[config.mk]
export PLATFORM = sky130hd
export DESIGN_NAME = hbr_ram
export DESIGN_NICKNAME = d
export VERILOG_FILES = /design/src/hdl/hbr_ram.sv
export SDC_FILE = /design/constraint.sdc
export NUM_CORES = 2
export LEC_CHECK = 0
export BUFFER_PORTS_ARGS = -buffer_cell sky130_fd_sc_hd__buf_2
export CAP_MARGIN = 20
export CORE_UTILIZATION = 60
export DETAILED_ROUTE_END_ITERATION = 16
export HOLD_SLACK_MARGIN = 0.08
export PLACE_DENSITY_LB_ADDON = 0.12
export SLEW_MARGIN = 5
export SYNTH_ARGS = -nofsm -noshare
export SYNTH_HDL_FRONTEND = slang
export SYNTH_SLANG_ARGS = --single-unit
[constraint.sdc]
create_clock -name clk -period 7.5 [get_ports clk]
set_input_delay 0.75 -clock clk [delete_from_list [all_inputs] [get_ports clk]]
set_output_delay 0.75 -clock clk [all_outputs]
set_load 0.02 [all_outputs]
[src/hdl/hbr_ram.sv]
// Generic simple dual-port RAM: one write port, one registered read port.
// No dependencies.
`default_nettype none

module hbr_ram #(
  parameter int WIDTH = 16,
  parameter int DEPTH = 256
) (
  input  wire logic                     clk,
  input  wire logic                     we,
  input  wire logic [$clog2(DEPTH)-1:0] waddr,
  input  wire logic [WIDTH-1:0]         wdata,
  input  wire logic                     re,
  input  wire logic [$clog2(DEPTH)-1:0] raddr,
  output logic      [WIDTH-1:0]         rdata
);

  logic [WIDTH-1:0] mem [DEPTH];

  // read returns old data on a same-address write
  always_ff @(posedge clk) begin
    if (we) mem[waddr] <= wdata;
    if (re) rdata <= mem[raddr];
  end

endmodule

`default_nettype wire

==> metrics.md <==
| Metric | Value |
|---|---|
| 1st-pass router iterations | `5` |
| Top post-synthesis cells by count | `edfxtp_1 (4112), mux4_2 (797), mux2i_1 (565)` |
| HPWL Detailed | `238000 um` |
| R2R cell count | `6` |
| Worst path most repeated cell | `buf_12` |
| Via count | `79600` |
| Post-Syn Area | `159000 sq um` |
| Endpoints failing setup | `0` |
| Routed vias/inst | `6.84` |
| Synthesized area per cell | `21.6 sq um` |
| Initial Utilization | `60.5%` |
| Die H | `517 um` |
| MaxCap Viol Count | `0` |
| Post-route ant nets | `0` |
| Buf/Inv on CP | `3` |
| R2R Path End | `rdata[11]` |
| Routability cong. | `0.906` |
| Power per Cell Area | `266 nW/um^2` |
| Register area share after synthesis | `77.7%` |
| Max IR drop VDD | `220 uV` |
| Largest area contributor in the netlist | `edfxtp_1` |
| FF-to-FF setup slack | `4.09 ns` |
| CP Launch Type | `input port` |
| Clk_lat worst skew | `0.97 ns` |
| Total number of yosys warnings | `0` |
| CTS tree | `done` |
| Overall Global Routing Usage | `31.0%` |
| WP data arrival | `4.70 ns` |
| Min-delay src | `wdata[3]` |
| Status | `finished with violations` |
| Setup Fix Bufs, Post-CTS | `0` |
| Worst r2r src | `mem[139][11]` |
| Clock Tree Root | `clkbuf_16` |
| Async set-reset flop share out of synthesis | `0%` |
| Synth cell types | `51` |
| Fin Hold WS | `0.221 ns` |
| CTS clock-pin slew for the worst setup and hold paths | `0.06 ns` |
| Max Freq | `0.249 GHz` |
| Overflow after GRT | `0` |
| Clk buf depth | `4` |
| Wirelength per Cell | `35.2 um` |
| Post-route DRC | `0` |
| Failing checks | `max-slew violations` |
| Cell Chain, Critical Path | `buf_12 -> buf_12 -> mux4_2 -> mux2_2 -> a221oi_1 -> o31ai_1 -> o32ai_1 -> buf_4 -> nor4_1` |
| Fin. Hold Viols | `0` |
| Worst Hold Class | `in -> reg` |
| Worst Skew | `0.0436 ns` |
| Area post-placement | `165000 sq um` |
| Slew HR | `-5.34%` |
| #FFs+latches synth | `4112` |
| Total CTS buffers | `405` |
| Count of buffers from port buffering | `50` |
| IO Pins | `51` |
| CORE AREA | `263000 sq um` |
| Largest net degree at the start of global routing | `202` |
| Critical path class | `in -> reg` |
| Post-synthesis cell count | `7360` |
| Worst Setup Slack, final | `3.49 ns` |
| Final core occ | `67.8%` |
| Htree depth | `5` |
| Final WL | `410000 um` |
| Power Total | `47.5 mW` |
| Worst Setup End Kind | `flop` |
| Max Slew Vio Count | `77` |
| Final net count | `7815` |
| Post-Place Worst Slack | `2.53 ns` |
| Placed Instances | `10900` |
| RSZ-0062 raised after global routing | `false` |
| Post-synth EDFFs | `4112` |
| Synthesized Nets | `7395` |
| Die area | `267000 sq um` |
| Vias in the first global route | `77600` |
| Tmin final | `4.01 ns` |
| Least-Margin Pin Slew | `1.58 ns` |
| Die width | `517 um` |
| Row count | `188` |
| Fin cells | `11600` |
| Tcrit/Tclk final | `53.5%` |
| Required @ worst endpoint | `8.19 ns` |
| DRT iter0 DRCs | `11400` |
| First-pass GRT wire length | `579000 um` |
| Clock sinks | `4112` |
| CP max stage cell | `a221oi_1` |
| Leak | `56.5 nW` |
| Post-cts sizing count | `0` |
| Crit Path Max Fanout | `72` |
| Post-synth top area share | `77.7%` |
| Max incr delay on CP | `0.90 ns` |
| Synth area leaders | `edfxtp_1 (78%), mux4_2 (11%), mux2i_1 (3.6%), o221ai_1 (1.4%), nor2_1 (0.72%)` |
| Hold depth | `1` |
| Most used DFF post-synth | `edfxtp_1` |
| Area Growth Syn to Fin | `12.1%` |
| Hold path endpoint | `mem[126][3]` |
| Final instance area | `178000 sq um` |
| Fraction of layout cells with a size suffix above 1 | `24.6%` |
| Initial antenna violation count | `25` |
| Hold Buf Count CTS | `0` |
| Delay-heaviest family, CP | `compound AO/OA/AOI/OAI gates` |
| Count leader, synth | `edfxtp_1` |
| Setup TNS | `0 ns` |
-- where the power goes --
part           switching, mW  total (mW)  leakage (nW)  internal (mW)
registers             0.0230        25.4          37.0           25.4
clock network           8.51        19.8          6.27           11.2
logic                   1.55        2.32          13.3          0.773
total                   10.1        47.5          56.5           37.4
-- cells in the final DEF, fill, tap and decap left out, types with 9 or more instances in the layout --
cell        count
nand3_1        26
bufinv_16      33
o221ai_1      252
nor3_1         89
a22oi_1        43
edfxtp_1     4112
buf_12         33
mux2_2         88
clkinv_1      117
nand4_1        26
diode_2        17
mux4_2        797
o31ai_1        15
a21oi_1       175
clkinv_2       65
clkbuf_1       85
buf_2          30
a221oi_1       28
buf_4         349
and3_1         11
o22ai_1       148
nor2_2         77
nor2_1        227
clkbuf_16     414
nand2_1        38
mux2i_1       565
a211oi_1       18
nor4_1         17
buf_8          37
clkinvlp_4      9
nand3_2         9
a22o_1         32
nor2b_1         9
o32ai_1        19
o21ai_0        37
-- area by class of cell --
cell class / instances / area, sq um
inverters: 4 / 27.5
diodes: 17 / 42.5
repair buffers: 465 / 4280
clock buffers: 499 / 10700
flip-flops and latches: 4112 / 123000
clock inverters: 244 / 2190
fillers: 16400 / 84600
multi-input cells: 2792 / 33000
well taps: 3515 / 4400
-- metal layers --
layer | vias to the layer above | wire [um] | share of wire, % | global-route usage, %
met2 | 4697 | 193000 | 47 | 47.2
met5 | - | 64 | 0.016 | 0
li1 | 32200 | - | - | -
met1 | 42100 | 157000 | 38 | 45.4
met3 | 687 | 45600 | 11 | 6.41
met4 | 8 | 14200 | 3.5 | 10.3
-- cells by family after synthesis --
kind of cell,share of synthesized area [%]
DFF,77.7
muxes,15.5
AOI/OAI and AO/OA,3.53
and+or+nand+nor,1.57
buffers and inverters,1.69
-- worst max path at each step --
stage | depth (start not counted) | slack (ns) | startpoint | endpoint
6_report | 9 | 3.49 | raddr[0] | rdata[8]
5_1_grt | 8 | 3.37 | raddr[0] | rdata[0]
4_1_cts | 9 | 3.54 | raddr[0] | rdata[5]
3_5_place_dp | 9 | 2.53 | raddr[0] | rdata[8]
3_3_place_gp | 9 | 2.34 | raddr[1] | rdata[7]
2_1_floorplan | 8 | 4.50 | raddr[0] | rdata[4]
-- sequential cells by signal, summed over array words and instances (netlist names) --
name,count
mem,4096
rdata,16
Note: power is estimated with default switching activity, not from simulation.
