==> src/hdl/hbr_pkg.sv <==
// Package for the heightmap bilinear resampler: sizes, codes, shared types
// and the target-size helper functions.
// Depends on nothing; every other file but hbr_ram uses it by scoped names.
`default_nettype none

package hbr_pkg;

  // Sizes
  localparam int MAX_SOURCE_SIDE = 256;
  localparam int MIN_TARGET_SIDE = 33;
  localparam int MAX_TARGET_SIDE = 1025;
  localparam int STORE_DEPTH     = MAX_SOURCE_SIDE * MAX_SOURCE_SIDE;
  localparam int SAMPLE_W        = 16;
  localparam int COORD_W         = 8;
  localparam int DST_W           = 11;
  localparam int SIDE_W          = 9;
  localparam int K_W             = 4;
  localparam int FRAC_W          = 16;
  localparam int HEIGHT_W        = 24;
  localparam int CFG_IDX_W       = 3;
  localparam int OUTQ_DEPTH      = 4;
  localparam int K_MIN           = $clog2(MIN_TARGET_SIDE - 1);
  localparam int K_MAX           = $clog2(MAX_TARGET_SIDE - 1);

  // Item kinds carried on the input tuser
  typedef enum logic [0:0] {
    OP_LOAD  = 1'b0,
    OP_QUERY = 1'b1
  } op_t;

  // Register indexes on the configuration port
  typedef enum logic [CFG_IDX_W-1:0] {
    REG_SOURCE_WIDTH  = 3'd0,
    REG_SOURCE_HEIGHT = 3'd1,
    REG_EIGHT_BIT     = 3'd2,
    REG_FLIP_VERTICAL = 3'd3,
    REG_MIN_HEIGHT    = 3'd4,
    REG_MAX_HEIGHT    = 3'd5
  } cfg_reg_t;

  // Geometry settings derived from configuration
  typedef struct packed {
    logic [SIDE_W-1:0] sw;
    logic [SIDE_W-1:0] sh;
    logic [K_W-1:0]    kw;
    logic [K_W-1:0]    kh;
    logic              eight;
    logic              flip;
  } geom_t;

  // Tag that travels with each store read
  typedef struct packed {
    logic              vld;
    logic [1:0]        idx;
    logic [FRAC_W-1:0] tx;
    logic [FRAC_W-1:0] ty;
  } rd_tag_t;

  // One result item
  typedef struct packed {
    logic [HEIGHT_W-1:0] height;
    logic [DST_W-1:0]    tw;
    logic [DST_W-1:0]    th;
    logic                rerr;
  } out_item_t;

  // Source side as used: zero acts as one, large values saturate
  function automatic logic [SIDE_W-1:0] eff_side(input logic [SIDE_W-1:0] s);
    logic [SIDE_W-1:0] r;
    r = s;
    if (s == '0) r = SIDE_W'(1);
    else if (s > SIDE_W'(MAX_SOURCE_SIDE)) r = SIDE_W'(MAX_SOURCE_SIDE);
    return r;
  endfunction

  // Exponent k of the nearest target side 2^k+1; a tie keeps the smaller
  function automatic logic [K_W-1:0] target_log2(input logic [SIDE_W-1:0] s);
    int k;
    int c;
    int d;
    int best_d;
    logic [K_W-1:0] best;
    best   = K_W'(K_MIN);
    best_d = 1 << 30;
    for (k = K_MIN; k <= K_MAX; k++) begin
      c = (1 << k) + 1;
      d = (c > int'(s)) ? c - int'(s) : int'(s) - c;
      if (d < best_d) begin
        best   = K_W'(k);
        best_d = d;
      end
    end
    return best;
  endfunction

endpackage

`default_nettype wire

==> src/hdl/hbr_outq.sv <==
// Result queue between the pipeline and the output channel.
// Uses hbr_pkg.
`default_nettype none

module hbr_outq #(
  parameter int DEPTH = hbr_pkg::OUTQ_DEPTH
) (
  input  wire logic                clk,
  input  wire logic                rst,
  input  wire logic                wr_en,
  input  wire hbr_pkg::out_item_t  wr_item,
  output logic                     out_valid,
  input  wire logic                out_ready,
  output hbr_pkg::out_item_t       out_item
);

  localparam int PTR_W = $clog2(DEPTH);
  localparam int CNT_W = $clog2(DEPTH + 1);

  hbr_pkg::out_item_t mem [DEPTH];
  logic [PTR_W-1:0]   wptr, rptr;
  logic [CNT_W-1:0]   count;
  logic               pop;

  assign out_valid = count != '0;
  assign out_item  = mem[rptr];
  assign pop       = out_valid && out_ready;

  always_ff @(posedge clk) begin
    if (rst) begin
      wptr  <= '0;
      rptr  <= '0;
      count <= '0;
    end else begin
      if (wr_en) wptr <= (wptr == PTR_W'(DEPTH - 1)) ? '0 : wptr + PTR_W'(1);
      if (pop)   rptr <= (rptr == PTR_W'(DEPTH - 1)) ? '0 : rptr + PTR_W'(1);
      count <= count + CNT_W'(wr_en) - CNT_W'(pop);
    end
    if (wr_en) mem[wptr] <= wr_item;
  end

`ifndef SYNTHESIS
  a_no_overflow: assert property (@(posedge clk) disable iff (rst)
    wr_en |-> (count != CNT_W'(DEPTH) || pop)) else $error("result queue overflow");
  a_count_range: assert property (@(posedge clk) disable iff (rst)
    count <= CNT_W'(DEPTH)) else $error("result queue count out of range");
`endif

endmodule

`default_nettype wire

==> config.mk <==
export PLATFORM = sky130hd
export DESIGN_NAME = hbr_outq
export DESIGN_NICKNAME = d
export VERILOG_FILES = /design/src/hdl/hbr_pkg.sv /design/src/hdl/hbr_outq.sv
export SDC_FILE = /design/constraint.sdc
export NUM_CORES = 1
export LEC_CHECK = 0
export ABC_AREA = 0
export BUFFER_PORTS_ARGS = -buffer_cell sky130_fd_sc_hd__clkbuf_2
export CAP_MARGIN = 25
export CORE_MARGIN = 2
export CORE_UTILIZATION = 50
export DETAILED_ROUTE_END_ITERATION = 10
export PLACE_DENSITY = 0.75
export SLEW_MARGIN = 20
export SYNTH_ARGS = -nofsm -noshare
export SYNTH_HDL_FRONTEND = slang
export SYNTH_SLANG_ARGS = --single-unit
export TNS_END_PERCENT = 50
==> constraint.sdc <==
create_clock -name clk -period 2.8 [get_ports clk]
set_clock_uncertainty 0.1 [all_clocks]
set_input_delay 0.28 -clock clk [delete_from_list [all_inputs] [get_ports clk]]
set_output_delay 0.28 -clock clk [all_outputs]
set_load 0.02 [all_outputs]
==> metrics.log <==
[metrics] status: completed
[metrics] violation count after the first detailed-routing iteration: 250
[metrics] Congestion Overflow GR: 0
[metrics] Clock power frac: 31.3%
[metrics] top area cells in the synthesized netlist: edfxtp_1, mux4_2, dfxtp_1
[metrics] TritonCTS clock tree: built
[metrics] flip-flop and latch count after synthesis: 197
[metrics] buffers added on ports: 98
[metrics] detailed-route DRC error count: 0
[metrics] Clock H-tree levels: 4
[metrics] Final GP Congestion: 0.6787
[metrics] setup repair after global routing missed its margin: no
[metrics] number of max-slew violations in the final report: 0
[metrics] fraction of the cycle the final worst path needs: 85.10%
[metrics] post-synthesis sequential area ratio: 80.11%
[metrics] arrival time worst endpoint: 2.00 ns
[metrics] kind of start point of the critical path: flop
[metrics] cell count of the worst reg-to-reg path: 8
[metrics] CP delay by family, top: flip-flops
[metrics] number of cells on the critical path: 3
[metrics] Setup Total Neg Slack: 0 ns
[metrics] most repeated cell in the gate-level netlist after synthesis: edfxtp_1
[metrics] register share of total power: 48.1%
[metrics] maximum number of pins on one net before global-route repair: 36
[metrics] overall via count from detail_route: 3455
[metrics] total standard cell area after synthesis: 7272 sq um
[metrics] chip height: 124.6 microns
[metrics] switching share of power: 26.71%
[metrics] end-of-flow core utilization: 63.16%
[metrics] effective utilization at floorplan: 50.61%
[metrics] worst rel slew slack: 58.53%
[metrics] Post-synth EDFFs: 188
[metrics] routed via count divided by cell count: 5.315
[metrics] core area: 14370 sq um
[metrics] placed wire-length estimate after detailed placement: 7.354 mm
[metrics] total CTS buffers: 17
[metrics] compound-cell area share of the yosys netlist: 0.1893%
[metrics] critical path fanouts, max: 17
[metrics] vias in the first global route: 3668
[metrics] CTS sink count: 197
[metrics] number of standard cells after synthesis: 289
[metrics] biggest cell delay along the critical path: 0.59 ns
[metrics] overall power: 0.007265 W
[metrics] number of detailed-route iterations in the first pass: 4
[metrics] post-synthesis async set-or-reset flop share: 0%
[metrics] post-synthesis share of cell area spent on full adders, half adders and majority gates: 1.480%
[metrics] hold violation total from the final report: 0
[metrics] overall routed net length: 12.65 mm
[metrics] Cell Pwr Density: 800.6 nW/um^2
[metrics] Achievable Freq: 419.7 MHz
[metrics] worst hold stages: 2
[metrics] overall global routing resource usage: 17.47%
[metrics] Worst-Margin Slew: 0.6221 ns
[metrics] maximum vdd ir drop: 0.0005189 V
[metrics] leakage power: 3.146 nW
[metrics] final setup violation count: 0
[metrics] reported net switching power: 0.001940 W
[metrics] capturing element type of the critical path: output port
[metrics] wire length of the first global-routing pass: 19.88 mm
[metrics] fraction of synthesized area in multiplexers: 14.99%
[metrics] cell type contributing the most total cell area after synthesis: edfxtp_1
[metrics] Power Internal: 0.005325 W
[metrics] required time of the worst setup path: 2.42 ns
[metrics] quantity of hold-fixing buffers added after cts: 47
[metrics] setup slack after placement: 0.7478 ns
[metrics] final routed wire length divided by cell count: 19.45 microns
[metrics] cells along the critical path: buf_12, mux4_2, clkbuf_2
[metrics] number of distinct library cells after synthesis: 23
[metrics] Resized Gates After CTS: 0
[metrics] layout cell share with drive strength beyond 1: 42.06%
[metrics] number of antenna violations at the first check in global routing: 1
[metrics] main combinational cell family by area after synthesis: multiplexers
[metrics] clock-pin slew of the registers on the worst-case setup and hold paths: 0.07 ns
[metrics] top cells by instance count after synthesis: edfxtp_1, mux4_2, dfxtp_1
[metrics] signed area change from the synthesized netlist to the final layout: 24.79%
[metrics] post-CTS setup-driven buffer insertion count: 0
[metrics] relative contribution of combinational cells to total power: 20.6%
[metrics] residual antenna-violating net count after detailed routing: 0
[metrics] final critical delay including setup and external delays: 2.383 ns
[metrics] Boundary Pins: 99
[metrics] die outline width: 124.6 microns
[metrics] critical path's slowest cell: dfxtp_4
[metrics] area of the die: 15530 sq um
[metrics] post-synthesis net count: 348
[metrics] count of maximum capacitance violations: 0
[metrics] clock latency on the worst-skew pair: 0.43 ns
[metrics] worst path bufs/invs: 2
[metrics] Clk Tree Root Cell: clkbuf_16
[metrics] Yosys warning total: 0
[metrics] mean area per synthesized cell: 25.16 sq um
[metrics] type of the tightest min-delay check: primary input to flop
[metrics] predominant post-synthesis flop cell: edfxtp_1
[metrics] Final #Nets: 512
[metrics] number of core rows: 44
[metrics] kind of critical path: flop to output port
[metrics] diodes inserted: 0
[metrics] buffer depth of the longest clock path: 2
[metrics] area fraction of the dominant cell type after synthesis: 77.63%
[metrics] Post-Synth XOR/XNOR Area: 0.3097%
[metrics] setup slack after layout: 0.4172 ns
[metrics] synthesized-area fraction occupied by and/or/nand/nor cells: 1.204%
-- kinds of logic (layout without fill, tap and decap cells) --
family                   count (synthesis)  after routing
flip-flops                             197            197
multiplexers                            50             50
buffers and inverters                   16            193
AND/OR/NAND/NOR                         15             15
adder cells (fa/ha/maj)                  8              8
AO/OA/AOI/OAI                            2              2
XOR/XNOR                                 1              1
-- layer usage --
metal  routed length, microns  vias up  GRT usage [%]
li1                         -     1548              -
met4                      262        2          7.667
met2                     6505      107          29.15
met3                      575       26          4.596
met1                     5288     1772          21.72
met5                       13        -              0
-- power groups by stage --
stage	Sequential (W)	Clock, W	Combinational [W]
floorplan	0.00348	0	0.00113
global placement	0.00356	0	0.00145
detailed placement	0.00357	0	0.00146
CTS	0.00351	0.00232	0.00153
global route	0.00352	0.00246	0.00160
finish	0.00350	0.00227	0.00150
-- worst paths after layout --
| check | start | slack (ns) | to |
|---|---|---|---|
| max reg2reg | count[1] | 0.72 | count[2] |
| min | rst | 0.03 | count[0] |
| min reg2reg | wptr[0] | 0.44 | wptr[0] |
| max | flop | 0.42 | out_item[5] |
-- stage by stage --
step	hold WS, ns	area (sq um)	instances
floorplan	0.2789	7272	289
global placement	0.3918	8041	571
detailed placement	0.4022	8041	571
CTS	0.01569	9075	650
global route	0.04221	9075	650
finish	0.02757	9075	650
-- worst reg2reg max path, delay by kind of cell, from the launching register on --
family / cells / cell delay, ns
fa+ha+maj: 3 / 0.81
flops: 1 / 0.36
compound gates: 1 / 0.36
xor+xnor: 1 / 0.20
buf+inv: 2 / 0.11
simple gates: 1 / 0.04
-- cells in the final DEF, fill, tap and decap left out, types with 4 or more instances in the layout --
cell type / n
and2_2: 4
ha_1: 7
dfxtp_1: 7
clkbuf_16: 17
dlygate4sd3_1: 47
buf_4: 6
buf_12: 5
clkbuf_2: 98
inv_1: 5
mux4_2: 47
edfxtp_1: 188
-- layout make-up --
class | instances | area, sq um
multi-input cells | 76 | 1326
repair buffers | 156 | 1106
fillers | 1014 | 5294
flip-flops and latches | 197 | 5831
inverters | 5 | 18.77
well taps | 184 | 230.2
clock buffers | 20 | 466.7
clock inverters | 12 | 96.34
-- state kept, by name, indices dropped and copies added (netlist names), named ones only --
signal / count
count: 3
mem: 188
rptr: 2
wptr: 2
No activity file was read; power rests on OpenSTA's default activity.
