<file path="config.mk">
export PLATFORM = sky130hd
export DESIGN_NAME = hbr_front
export DESIGN_NICKNAME = d
export VERILOG_FILES = /design/src/hdl/hbr_pkg.sv /design/src/hdl/hbr_front.sv
export SDC_FILE = /design/constraint.sdc
export NUM_CORES = 1
export LEC_CHECK = 0
export BUFFER_PORTS_ARGS = -buffer_cell sky130_fd_sc_hd__buf_2
export CAP_MARGIN = 10
export CORE_MARGIN = 5
export CORE_UTILIZATION = 35
export CTS_BUF_LIST = sky130_fd_sc_hd__clkbuf_2
export DETAILED_ROUTE_END_ITERATION = 8
export PLACE_DENSITY = 0.57
export SLEW_MARGIN = 25
export SYNTH_ARGS = -nofsm -noshare
export SYNTH_HDL_FRONTEND = slang
export SYNTH_SLANG_ARGS = --single-unit
</file>
<file path="constraint.sdc">
create_clock -name clk -period 16.6 [get_ports clk]
set_input_delay 1.66 -clock clk [delete_from_list [all_inputs] [get_ports clk]]
set_output_delay 1.66 -clock clk [all_outputs]
set_load 0.01 [all_outputs]
</file>
<file path="src/hdl/hbr_pkg.sv">
// Package for the heightmap bilinear resampler: sizes, codes, shared types
// and the target-size helper functions.
// Depends on nothing; every other file but hbr_ram uses it by scoped names.
`default_nettype none

package hbr_pkg;

  // Sizes
  localparam int MAX_SOURCE_SIDE = 256;
  localparam int MIN_TARGET_SIDE = 33;
  localparam int MAX_TARGET_SIDE = 1025;
  localparam int STORE_DEPTH     = MAX_SOURCE_SIDE * MAX_SOURCE_SIDE;
  localparam int SAMPLE_W        = 16;
  localparam int COORD_W         = 8;
  localparam int DST_W           = 11;
  localparam int SIDE_W          = 9;
  localparam int K_W             = 4;
  localparam int FRAC_W          = 16;
  localparam int HEIGHT_W        = 24;
  localparam int CFG_IDX_W       = 3;
  localparam int OUTQ_DEPTH      = 4;
  localparam int K_MIN           = $clog2(MIN_TARGET_SIDE - 1);
  localparam int K_MAX           = $clog2(MAX_TARGET_SIDE - 1);

  // Item kinds carried on the input tuser
  typedef enum logic [0:0] {
    OP_LOAD  = 1'b0,
    OP_QUERY = 1'b1
  } op_t;

  // Register indexes on the configuration port
  typedef enum logic [CFG_IDX_W-1:0] {
    REG_SOURCE_WIDTH  = 3'd0,
    REG_SOURCE_HEIGHT = 3'd1,
    REG_EIGHT_BIT     = 3'd2,
    REG_FLIP_VERTICAL = 3'd3,
    REG_MIN_HEIGHT    = 3'd4,
    REG_MAX_HEIGHT    = 3'd5
  } cfg_reg_t;

  // Geometry settings derived from configuration
  typedef struct packed {
    logic [SIDE_W-1:0] sw;
    logic [SIDE_W-1:0] sh;
    logic [K_W-1:0]    kw;
    logic [K_W-1:0]    kh;
    logic              eight;
    logic              flip;
  } geom_t;

  // Tag that travels with each store read
  typedef struct packed {
    logic              vld;
    logic [1:0]        idx;
    logic [FRAC_W-1:0] tx;
    logic [FRAC_W-1:0] ty;
  } rd_tag_t;

  // One result item
  typedef struct packed {
    logic [HEIGHT_W-1:0] height;
    logic [DST_W-1:0]    tw;
    logic [DST_W-1:0]    th;
    logic                rerr;
  } out_item_t;

  // Source side as used: zero acts as one, large values saturate
  function automatic logic [SIDE_W-1:0] eff_side(input logic [SIDE_W-1:0] s);
    logic [SIDE_W-1:0] r;
    r = s;
    if (s == '0) r = SIDE_W'(1);
    else if (s > SIDE_W'(MAX_SOURCE_SIDE)) r = SIDE_W'(MAX_SOURCE_SIDE);
    return r;
  endfunction

  // Exponent k of the nearest target side 2^k+1; a tie keeps the smaller
  function automatic logic [K_W-1:0] target_log2(input logic [SIDE_W-1:0] s);
    int k;
    int c;
    int d;
    int best_d;
    logic [K_W-1:0] best;
    best   = K_W'(K_MIN);
    best_d = 1 << 30;
    for (k = K_MIN; k <= K_MAX; k++) begin
      c = (1 << k) + 1;
      d = (c > int'(s)) ? c - int'(s) : int'(s) - c;
      if (d < best_d) begin
        best   = K_W'(k);
        best_d = d;
      end
    end
    return best;
  endfunction

endpackage

`default_nettype wire

</file>
<file path="src/hdl/hbr_front.sv">
// Input stage and read sequencer: holds one item, writes loads into the
// sample store and issues four store reads per query. Uses hbr_pkg.
`default_nettype none

module hbr_front (
  input  wire logic                           clk,
  input  wire logic                           rst,
  input  wire logic                           in_valid,
  output logic                                in_ready,
  input  wire logic                           in_op,
  input  wire logic [hbr_pkg::COORD_W-1:0]    in_src_x,
  input  wire logic [hbr_pkg::COORD_W-1:0]    in_src_y,
  input  wire logic [hbr_pkg::SAMPLE_W-1:0]   in_sample,
  input  wire logic [hbr_pkg::DST_W-1:0]      in_dst_x,
  input  wire logic [hbr_pkg::DST_W-1:0]      in_dst_y,
  input  wire hbr_pkg::geom_t                 geom,
  input  wire logic                           credit_ok,
  output logic                                wr_en,
  output logic [2*hbr_pkg::COORD_W-1:0]       wr_addr,
  output logic [hbr_pkg::SAMPLE_W-1:0]        wr_data,
  output logic                                rd_en,
  output logic [2*hbr_pkg::COORD_W-1:0]       rd_addr,
  output hbr_pkg::rd_tag_t                    tag,
  output logic                                start
);

  typedef struct packed {
    logic [hbr_pkg::COORD_W-1:0] base;
    logic [hbr_pkg::COORD_W-1:0] next;
    logic [hbr_pkg::FRAC_W-1:0]  frac;
  } axis_t;

  // Proportional mapping onto the source; the target side minus one is 2^k
  function automatic axis_t map_axis(input logic [hbr_pkg::DST_W-1:0]  d,
                                     input logic [hbr_pkg::K_W-1:0]    k,
                                     input logic [hbr_pkg::SIDE_W-1:0] s);
    logic [18:0] num;
    logic [18:0] mask;
    logic [26:0] fr;
    logic [hbr_pkg::SIDE_W-1:0] b1;
    axis_t r;
    num    = 19'(d) * 19'(s - hbr_pkg::SIDE_W'(1));
    mask   = (19'(1) << k) - 19'(1);
    fr     = 27'(num & mask) << (5'd16 - 5'(k));
    r.base = hbr_pkg::COORD_W'(num >> k);
    b1     = {1'b0, r.base} + hbr_pkg::SIDE_W'(1);
    r.next = (b1 < s) ? b1[hbr_pkg::COORD_W-1:0]
                      : hbr_pkg::COORD_W'(s - hbr_pkg::SIDE_W'(1));
    r.frac = fr[hbr_pkg::FRAC_W-1:0];
    return r;
  endfunction

  // Held item
  logic                          acc_v;
  logic                          acc_op;
  logic [hbr_pkg::COORD_W-1:0]   acc_sx;
  logic [hbr_pkg::COORD_W-1:0]   acc_sy;
  logic [hbr_pkg::SAMPLE_W-1:0]  acc_smp;
  logic [hbr_pkg::DST_W-1:0]     acc_dx;
  logic [hbr_pkg::DST_W-1:0]     acc_dy;

  // Sequencer
  logic                          seq_v;
  logic [1:0]                    seq_cnt;
  logic [hbr_pkg::COORD_W-1:0]   x0, x1, y0, y1;
  logic [hbr_pkg::FRAC_W-1:0]    tx, ty;

  logic                          issue;
  logic                          seq_free;
  logic                          acc_go;
  logic [hbr_pkg::DST_W-1:0]     tmax_x, tmax_y, dxc, dyc;
  axis_t                         ax, ay;

  assign issue    = seq_v && (seq_cnt != 2'd0 || credit_ok);
  assign seq_free = !seq_v || (issue && seq_cnt == 2'd3);
  assign acc_go   = acc_v && ((acc_op == hbr_pkg::OP_LOAD) ? !seq_v : seq_free);
  assign in_ready = !acc_v || acc_go;
  assign start    = issue && seq_cnt == 2'd0;

  // Load write; eight-bit samples are widened here
  assign wr_en   = acc_go && acc_op == hbr_pkg::OP_LOAD;
  assign wr_addr = {acc_sy, acc_sx};
  assign wr_data = geom.eight ? {acc_smp[7:0], acc_smp[7:0]} : acc_smp;

  // Clamp, flip and map the query point
  always_comb begin
    tmax_x = hbr_pkg::DST_W'(1) << geom.kw;
    tmax_y = hbr_pkg::DST_W'(1) << geom.kh;
    dxc    = (acc_dx > tmax_x) ? tmax_x : acc_dx;
    dyc    = (acc_dy > tmax_y) ? tmax_y : acc_dy;
    if (geom.flip) dyc = tmax_y - dyc;
    ax = map_axis(dxc, geom.kw, geom.sw);
    ay = map_axis(dyc, geom.kh, geom.sh);
  end

  // Read address per step: (x0,y0) (x1,y0) (x0,y1) (x1,y1)
  always_comb begin
    rd_en   = issue;
    rd_addr = {seq_cnt[1] ? y1 : y0, seq_cnt[0] ? x1 : x0};
    tag.vld = issue;
    tag.idx = seq_cnt;
    tag.tx  = tx;
    tag.ty  = ty;
  end

  // Held item register
  always_ff @(posedge clk) begin
    if (rst) begin
      acc_v <= 1'b0;
    end else if (in_valid && in_ready) begin
      acc_v <= 1'b1;
    end else if (acc_go) begin
      acc_v <= 1'b0;
    end
    if (in_valid && in_ready) begin
      acc_op  <= in_op;
      acc_sx  <= in_src_x;
      acc_sy  <= in_src_y;
      acc_smp <= in_sample;
      acc_dx  <= in_dst_x;
      acc_dy  <= in_dst_y;
    end
  end

  // Sequencer register
  always_ff @(posedge clk) begin
    if (rst) begin
      seq_v   <= 1'b0;
      seq_cnt <= 2'd0;
    end else if (acc_go && acc_op == hbr_pkg::OP_QUERY) begin
      seq_v   <= 1'b1;
      seq_cnt <= 2'd0;
    end else if (issue) begin
      seq_cnt <= seq_cnt + 2'd1;
      if (seq_cnt == 2'd3) seq_v <= 1'b0;
    end
    if (acc_go && acc_op == hbr_pkg::OP_QUERY) begin
      x0 <= ax.base;
      x1 <= ax.next;
      tx <= ax.frac;
      y0 <= ay.base;
      y1 <= ay.next;
      ty <= ay.frac;
    end
  end

`ifndef SYNTHESIS
  a_no_load_during_reads: assert property (@(posedge clk) disable iff (rst)
    wr_en |-> !rd_en) else $error("load written while query reads pending");
`endif

endmodule

`default_nettype wire

</file>
==> impl_metrics.csv, run 1 <==
group,metric,value,unit
run_status,status,"complete, no violations",
setup_path,path_delay_family,"compound AO/OA/AOI/OAI gates",
timing,hold_viol,0,
synth,postSynthCellCount,2031,
cts,clk_latency,870,ps
setup_path,cp_slowest_cell,"fa_1",
final_layout,post-route-util,39.1,%
pwr,pwr_density_cell,185,nW/um2
synth,synth_top_area_share,20.1,%
place,port_buffers,173,
die,die_h,236,um
cts,numCtsBuffers,17,
routing,drc,0,
routing,routedWlPerCell,19.2,um
setup_path,timing.critical_path.mode_cell,"ha_1",
synth,yosys.area.top_type,"edfxtp_1",
synth,synthTopCellsByArea,"edfxtp_1, fa_1, ha_1",
pwr,leakagePower,8.75,nW
routing,via_per_inst,5.38,
synth,syn-num-nets,2436,
timing,slew_headroom,31.0,%
pwr,vdd_drop_max,127,uV
die,io-pin-count,174,
place,dpl.hpwl,44500,um
synth,synth_edf_count,119,
pwr,p_int,0.00167,W
job,drv_cap,0,
routing,drt-initial-drc-count,1157,
routing,routed_wl,54500,um
synth,synthesis.area,17800,um2
pwr,clkPwrFrac,6.0,%
global_route,grt_antenna_before_repair,1,
die,placementRows,82,
synth,synth.avg_cell_area,8.77,um2
setup_path,endpoint_kind,"flop",
setup_path,critPathKind,"in2reg",
synth,synth_warnings,0,
hold_path,hold_path_class,"reg2reg",
cts,postCtsSetupRepairBufs,0,
global_route,grt-ovfl-total,0,
timing,skew,45.5,ps
cts,root_buffer,"clkbuf_2",
global_route,grt_pass1_vias,15800,
setup_path,cpPeakStageDelay,550,ps
routing,ant_nets,0,
timing,fin_tns_setup,0,ps
cts,cts_sinks,123,
cts,cts-resized-gates,0,
synth,post-synth-top-count-cell,"nor2_1",
pwr,total_power,0.00363,W
global_route,track_usage,19.3,%
final_layout,layout.nets,2563,
pwr,swShare,54.2,%
setup_path,setup.worst_path.start_class,"input pin",
setup_path,cp_max_fo,27,
cts,clk_pin_slew_worst_paths,200,ps
synth,synth_cell_types,99,
cts,htree_levels,4,
synth,synth_commonest_cells,"nor2_1, inv_1, ha_1",
die,die_area,55500,um2
place,gp_congestion,0.921,
global_route,grt_max_degree,51,
timing,post-route-period-util,88.8,%
pwr,p_comb_share,82.4,%
timing,rsz0062_at_grt,"no",
cts,cts_tree,"done",
timing,worst_slew_pin_slew,1030,ps
synth,synth_top_flop_cell,"edfxtp_1",
cts,cts_hold_buffers,0,
synth,async_flop_share,0,%
global_route,grt_pass1_wl,86100,um
timing,holdWs,587,ps
die,core-area,50300,um2
routing,dr_total_vias,15300,
timing,max_freq,67.9,MHz
pwr,seq_power_share,11.6,%
setup_path,cp_num_buf_inv,7,
cts,clockBufferDepth,2,
timing,setup_viol,0,
final_layout,drive_above_1_share,15.4,%
final_layout,area_growth,10.3,%
setup_path,cp.required,17200,ps
timing,maxSlewViolCount,0,
routing,drt_pre_antenna_iters,6,
pwr,switchingPower,0.00197,W
die,die_width,236,um
die,start_util,35.4,%
synth,ys_seq_area_share,20.5,%
synth,synth_seq_cells,123,
setup_path,cp.arrival,15340,ps
timing,period_needed,14740,ps
==> cell families after synthesis <==
logic type      synth area share (%)
compound gates                  15.2
xor+xnor                        4.09
fa+ha+maj                       28.4
buf+inv                         7.41
flops                           20.5
mux                             6.36
simple gates                    18.1
==> flip-flops by register name, indices dropped and copies added (netlist names) <==
| name | count |
|---|---|
| acc_smp | 16 |
| x1 | 8 |
| seq_v | 1 |
| x0 | 8 |
| acc_dx | 11 |
| y1 | 8 |
| acc_v | 1 |
| acc_op | 1 |
| acc_sy | 8 |
| ty | 16 |
| acc_sx | 8 |
| tx | 16 |
| y0 | 8 |
| seq_cnt | 2 |
| acc_dy | 11 |
==> area by class of cell <==
cell class	count	area, um2
fill	5195	30600
multi-input combinational	1570	12900
sequential	123	3650
timing repair buffer	204	1100
inverter	242	908
tap	672	841
clock inverter	15	179
clock buffer	17	85.1
antenna	1	2.50
==> layer usage <==
layer | vias up | part of all wire [%] | track usage (%)
met5 | - | 0 | 0
met4 | 0 | 3.7 | 7.53
met3 | 116 | 4.5 | 3.09
met2 | 461 | 51 | 34.8
met1 | 7463 | 41 | 23.0
li1 | 7265 | - | -
==> per-stage QoR <==
| stage | instance area (um2) | cells | setup slack, ps |
|---|---|---|---|
| after floorplan | 17800 | 2031 | 2060 |
| after global placement | 19400 | 2811 | 1590 |
| after detailed placement | 19400 | 2811 | 1160 |
| after CTS | 19600 | 2843 | 2100 |
| after global routing | 19700 | 2844 | 1120 |
| final | 19700 | 2844 | 1860 |
==> final timing paths <==
path | startpoint | end | slack, ps | depth (start not counted)
worst max register to register | acc_dy[8] | y1[6] | 3870 | 43
worst min-delay path | seq_v | seq_v | 590 | 2
worst min register to register | seq_v | seq_v | 590 | 2
worst max-delay path | geom[3] | y1[6] | 1860 | 49
==> worst min-delay path, delay by kind of cell, from the launching register on <==
family          cells  cell delay, ps
flops               1             430
simple gates        1              90
compound gates      1              50
==> layout by cell type (no fill, tap or decap), types with 34 or more instances in the layout <==
master / instances
buf_2: 173
mux2_2: 39
nor3_1: 34
fa_1: 143
xnor2_1: 57
nand2_1: 172
mux2i_1: 52
nor2_1: 260
nand2b_1: 44
edfxtp_1: 119
a21oi_1: 95
inv_1: 235
o21ai_0: 48
ha_1: 175
==> power groups by stage <==
| stage | Clock (W) | Combinational, W | Sequential [W] |
|---|---|---|---|
| global placement | 0 | 0.00293 | 0.000427 |
| finish | 0.000218 | 0.00300 | 0.000420 |
| CTS | 0.000230 | 0.00298 | 0.000421 |
| global route | 0.000244 | 0.00330 | 0.000423 |
| floorplan | 0 | 0.00221 | 0.000428 |
| detailed placement | 0 | 0.00295 | 0.000428 |
Power figures use the tool's default switching activity.
==> run 2, diff against run 1 <==
- ABC_AREA: not set -> 1
- CTS_CLUSTER_SIZE: not set -> 25
==> run 2 against run 1 <==
Critical endpoint is now y1[3]. Largest cell class unchanged. First-iteration DRC count down 2.9%. Highest routed layer unchanged. Die area down 3.0%. Non-clock buffer count down 25. Clock power up 2%. Synthesized area down 3.2%. Wire length down 7.8%.
==> impl_metrics.csv, run 2 <==
group,metric,value,unit
final_layout,fill_cells,5219,
timing,slew_headroom,28.3,%
synth,synth_warnings,0,
pwr,total_power,0.00358,W
synth,synth.avg_cell_area,7.36,um2
setup_path,path_delay_family,"adder cells",
cts,clockBufferDepth,2,
cts,cts_sinks,123,
setup_path,cp_num_buf_inv,14,
die,io-pin-count,174,
cts,clk_latency,930,ps
pwr,vdd_drop_max,179,uV
routing,routedWlPerCell,15.9,um
cts,cts_hold_buffers,0,
pwr,leakagePower,9.58,nW
synth,synthTopCellsByArea,"edfxtp_1, fa_1, ha_1",
setup_path,critPathKind,"in2reg",
timing,period_needed,13040,ps
synth,synthesis.area,17200,um2
routing,routed_wl,50300,um
synth,synth_cell_types,55,
routing,drt_pre_antenna_iters,6,
die,die_width,232,um
global_route,track_usage,18.8,%
synth,synth_commonest_cells,"nand2_1, inv_1, nor2_1",
routing,drc,0,
setup_path,cp_slowest_cell,"inv_1",
synth,synth_top_area_share,20.7,%
routing,via_per_inst,4.94,
global_route,grt_antenna_before_repair,3,
global_route,grt-ovfl-total,0,
final_layout,post-route-util,38.8,%
setup_path,timing.critical_path.mode_cell,"inv_1",
timing,fin_ws,3560,ps
timing,setup_viol,0,
die,die_h,232,um
global_route,grt_pass1_vias,15400,
setup_path,cp_max_fo,34,
timing,skew,108,ps
final_layout,layout.nets,2881,
timing,fin_tns_setup,0,ps
setup_path,cp.arrival,13650,ps
final_layout,mostFrequentLayoutCell,"nand2_1",
place,gp_congestion,0.935,
synth,synth_seq_cells,123,
setup_path,cp.required,17210,ps
cts,htree_levels,4,
place,dpl.hpwl,41700,um
routing,ant_nets,0,
die,start_util,35.3,%
final_layout,final_cell_mix,"nand2_1, inv_1, nor2_1",
synth,post-synth-top-count-cell,"nand2_1",
routing,dr_total_vias,15600,
place,port_buffers,173,
synth,syn-num-nets,2748,
final_layout,top_regs,"acc_smp: 16 flops, tx: 16 flops, ty: 16 flops",
place,dp_slack,2940,ps
timing,hold_viol,0,
setup_path,cpPeakStageDelay,820,ps
job,drv_cap,0,
pwr,pwr_density_cell,189,nW/um2
cts,postCtsSetupRepairBufs,0,
cts,numCtsBuffers,17,
synth,yosys.area.top_type,"edfxtp_1",
timing,rsz0062_at_grt,"no",
cts,cts_tree,"done",
die,placementRows,81,
timing,maxSlewViolCount,0,
die,core-area,48800,um2
global_route,grt_max_degree,67,
synth,async_flop_share,0,%
synth,postSynthCellCount,2343,
cts,root_buffer,"clkbuf_2",
routing,drt-initial-drc-count,1123,
run_status,status,"complete, no violations",
timing,post-route-period-util,78.5,%
setup_path,endpoint_kind,"flop",
cts,clk_pin_slew_worst_paths,210,ps
synth,synth_edf_count,119,
synth,ys_seq_area_share,21.2,%
die,die_area,53800,um2
setup_path,setup.worst_path.start_class,"input pin",
cts,cts-resized-gates,0,
timing,max_freq,76.7,MHz
synth,synth_top_flop_cell,"edfxtp_1",
final_layout,drive_above_1_share,10.9,%
global_route,grt_pass1_wl,81100,um
hold_path,hold_path_class,"reg2reg",
final_layout,area_growth,9.95,%
timing,worst_slew_pin_slew,1070,ps
[run 2: changes by cell type in the layout (fill, tap and decap cells not counted), moves of 21 or more]
cell | previous run | this run
o21ai_0 | 48 | 130
nor2b_1 | 32 | 0
mux2_2 | 39 | 8
nand3_1 | 31 | 135
nand2b_1 | 44 | 1
nor3_1 | 34 | 13
buf_4 | 31 | 6
xor2_1 | 16 | 40
xnor2_1 | 57 | 14
mux2i_1 | 52 | 4
nand2_1 | 172 | 574
inv_1 | 235 | 411
and2_1 | 27 | 3
[run 2: cells by family after synthesis]
family	share of synthesized area, %
xor gates and xnor gates	3.10
and+or+nand+nor	25.3
muxes	0.754
adders and majority gates	29.3
DFF	21.2
buffers and inverters	11.2
AOI/OAI and AO/OA	9.22
[run 2: per-stage QoR]
step | instance area [um2] | hold slack [ps] | instances
after floorplan | 17200 | 472 | 2343
after global placement | 18700 | 494 | 3121
after detailed placement | 18700 | 521 | 3121
after CTS | 18900 | 546 | 3153
after global routing | 19000 | 594 | 3155
final | 19000 | 543 | 3155
[run 2: final cells by class]
cell class,instances,area (um2),area share [%]
sequential,123,3650,19.3
tap,664,831,4.38
inverter,426,1600,8.44
timing repair buffer,179,911,4.80
antenna,2,5.00,0.0264
multi-input combinational,1729,11700,61.7
clock buffer,17,85.1,0.449
clock inverter,15,171,0.904
[run 2: worst register-to-register path, delay by kind of cell (launching register included)]
| family | cells | cell delay (ps) |
|---|---|---|
| adders and majority gates | 11 | 4410 |
| and+or+nand+nor | 17 | 2010 |
| AOI/OAI and AO/OA | 12 | 1820 |
| buffers and inverters | 10 | 1140 |
| xor gates and xnor gates | 2 | 530 |
| DFF | 1 | 470 |
[run 2: power breakdown]
group / switching (W) / internal (W)
clock network: 0.000138 / 0.0000844
logic: 0.00196 / 0.000975
registers: 0.0000108 / 0.000416
total: 0.00211 / 0.00148
[run 2: metal layers]
| metal | global-route usage, % | wire (um) |
|---|---|---|
| met4 | 5.48 | 1140 |
| met3 | 3.77 | 3200 |
| met1 | 26.5 | 23700 |
| met2 | 29.3 | 22200 |
| met5 | 0 | 0 |
[run 2: final timing paths]
kind / startpoint / slack (ps) / to / depth (start not counted)
setup / recovery: geom[2] / 3560 / y1[3] / 59
hold reg to reg: acc_v / 540 / acc_v / 2
setup reg to reg: acc_dy[2] / 5960 / y1[3] / 52
hold / removal: acc_v / 540 / acc_v / 2
==> run 3, diff against run 2 <==
- PLACE_DENSITY: 0.57 -> 0.59
- clock period: 16.6 -> 11.8 ns (I/O delays scaled with it)
==> run 3 against run 2 <==
Clock skew decreased by 2.8 ps. Global-route usage grew 0.53 points. Critical path depth grew 2. Sequential power increased by 40%. Count of clock-buffer cells in the layout increased by 1. Highest routed layer unchanged. Largest cell class unchanged.
==> impl_metrics.csv, run 3 (synthesized netlist as in run 2, its figures left out) <==
group,metric,value,unit
die,core-area,48800,um2
place,port_buffers,173,
final_layout,fill_cells,5178,
routing,met3WireLength,3650,um
routing,drt_pre_antenna_iters,8,
global_route,grt_max_degree,67,
global_route,grt_pass1_wl,84100,um
final_layout,post-route-util,40.2,%
routing,wl_met1,24200,um
global_route,grt_pass1_vias,16100,
place,dp_cells,3217,
place,placed_cell_area,19400,um2
cts,numCtsBuffers,17,
routing,via_per_inst,4.98,
pwr,total_power,0.00539,W
cts,clk_latency,900,ps
final_layout,top_regs,"acc_smp: 16 flops, tx: 16 flops, ty: 16 flops",
setup_path,cp.required,12340,ps
global_route,grt_antenna_before_repair,2,
final_layout,stdcell_area,19700,um2
timing,rsz0062_at_grt,"no",
routing,routed_wl,51800,um
place,gp_congestion,0.968,
setup_path,critPathKind,"in2reg",
pwr,clkPwrFrac,5.6,%
routing,drt-initial-drc-count,1198,
run_status,status,"complete, no violations",
die,io-pin-count,174,
routing,ant_nets,0,
timing,period_needed,11110,ps
final_layout,mostFrequentLayoutCell,"nand2_1",
timing,maxSlewViolCount,0,
timing,worst_slew_pin_slew,978,ps
die,die_area,53800,um2
cts,postCtsSetupRepairBufs,0,
routing,dr_wl_met2,22600,um
pwr,vdd_drop_max,332,uV
cts,cts-resized-gates,0,
place,dp_slack,-177,ps
setup_path,endpoint_kind,"flop",
routing,drc,0,
cts,cts_sinks,123,
timing,fin_ws,686,ps
pwr,swShare,56.9,%
die,die_width,232,um
pwr,p_int,0.00232,W
timing,hold_viol,0,
cts,clockBufferDepth,2,
cts,cts_hold_buffers,0,
final_layout,final_cell_mix,"nand2_1, inv_1, nor2_1",
global_route,grt-ovfl-total,0,
job,drv_cap,0,
cts,clk_pin_slew_worst_paths,270,ps
final_layout,layout.nets,2977,
timing,setup_viol,0,
setup_path,cp_slowest_cell,"fa_1",
routing,routedWlPerCell,15.9,um
setup_path,setup.worst_path.start_class,"input pin",
routing,dr_total_vias,16200,
setup_path,timing.critical_path.mode_cell,"nand2_1",
hold_path,hold_path_class,"in2reg",
timing,skew,105,ps
cts,htree_levels,4,
cts,cts_tree,"done",
pwr,pwr_density_cell,274,nW/um2
die,placementRows,81,
die,start_util,35.3,%
die,die_h,232,um
routing,highest_layer,"met4",
final_layout,drive_above_1_share,14.3,%
place,dpl.hpwl,43100,um
final_layout,fin_cells,3250,
setup_path,cp.arrival,11650,ps
pwr,leakagePower,10.0,nW
setup_path,cp_max_fo,22,
pwr,p_comb_share,83.3,%
timing,slew_headroom,34.3,%
pwr,seq_power_share,11.1,%
timing,max_freq,90.0,MHz
global_route,track_usage,19.3,%
final_layout,area_growth,14.0,%
pwr,switchingPower,0.00307,W
cts,root_buffer,"clkbuf_2",
timing,post-route-period-util,94.2,%
setup_path,cpPeakStageDelay,560,ps
run 3: cell types whose count changed in the layout (fill, tap and decap cells not counted), sizes merged:
cell / change
bufinv: -1
clkinvlp: +3
buf: +96
clkbuf: +1
diode: -1
clkinv: -3
run 3: final timing paths:
check | start | end | slack (ps) | cells after the start
worst min-delay path | in_dst_x[5] | acc_dx[5] | 480 | 1
worst max-delay path | geom[2] | y1[2] | 690 | 61
worst max register to register | acc_dy[4] | y1[2] | 1510 | 54
worst min register to register | seq_v | seq_v | 560 | 2
run 3: final cells by class:
class                      instances  area (um2)  area share [%]
timing repair buffer             275        1630            8.30
antenna                            1        2.50          0.0127
clock buffer                      18        90.1           0.458
tap                              664         831            4.23
sequential                       123        3650            18.6
inverter                         426        1610            8.17
clock inverter                    14         145           0.738
multi-input combinational       1729       11700            59.5
run 3: power by group through the flow:
| stage | clock [W] | sequential [W] | combinational (W) |
|---|---|---|---|
| after floorplan | 0 | 0.000610 | 0.00295 |
| after global placement | 0 | 0.000609 | 0.00433 |
| after detailed placement | 0 | 0.000610 | 0.00435 |
| after CTS | 0.000311 | 0.000600 | 0.00439 |
| after global routing | 0.000328 | 0.000604 | 0.00506 |
| final | 0.000300 | 0.000599 | 0.00449 |
run 3: layer usage:
metal	track usage, %	vias up
met1	27.6	7649
met4	5.87	0
met5	0	-
met3	3.64	87
met2	29.8	570
li1	-	7883
run 3: through the flow:
step | TNS [ps] | hold slack, ps
after CTS | 0 | 387
after global placement | -336 | 516
after floorplan | 0 | 472
final | 0 | 477
after detailed placement | -797 | 540
after global routing | 0 | 411
run 3: critical path, delay by kind of cell:
kind,cells,cell delay [ps]
AO/OA/AOI/OAI,11,1810
XOR/XNOR,3,560
adder cells (fa/ha/maj),11,4200
buffers and inverters,13,1450
AND/OR/NAND/NOR,23,2420
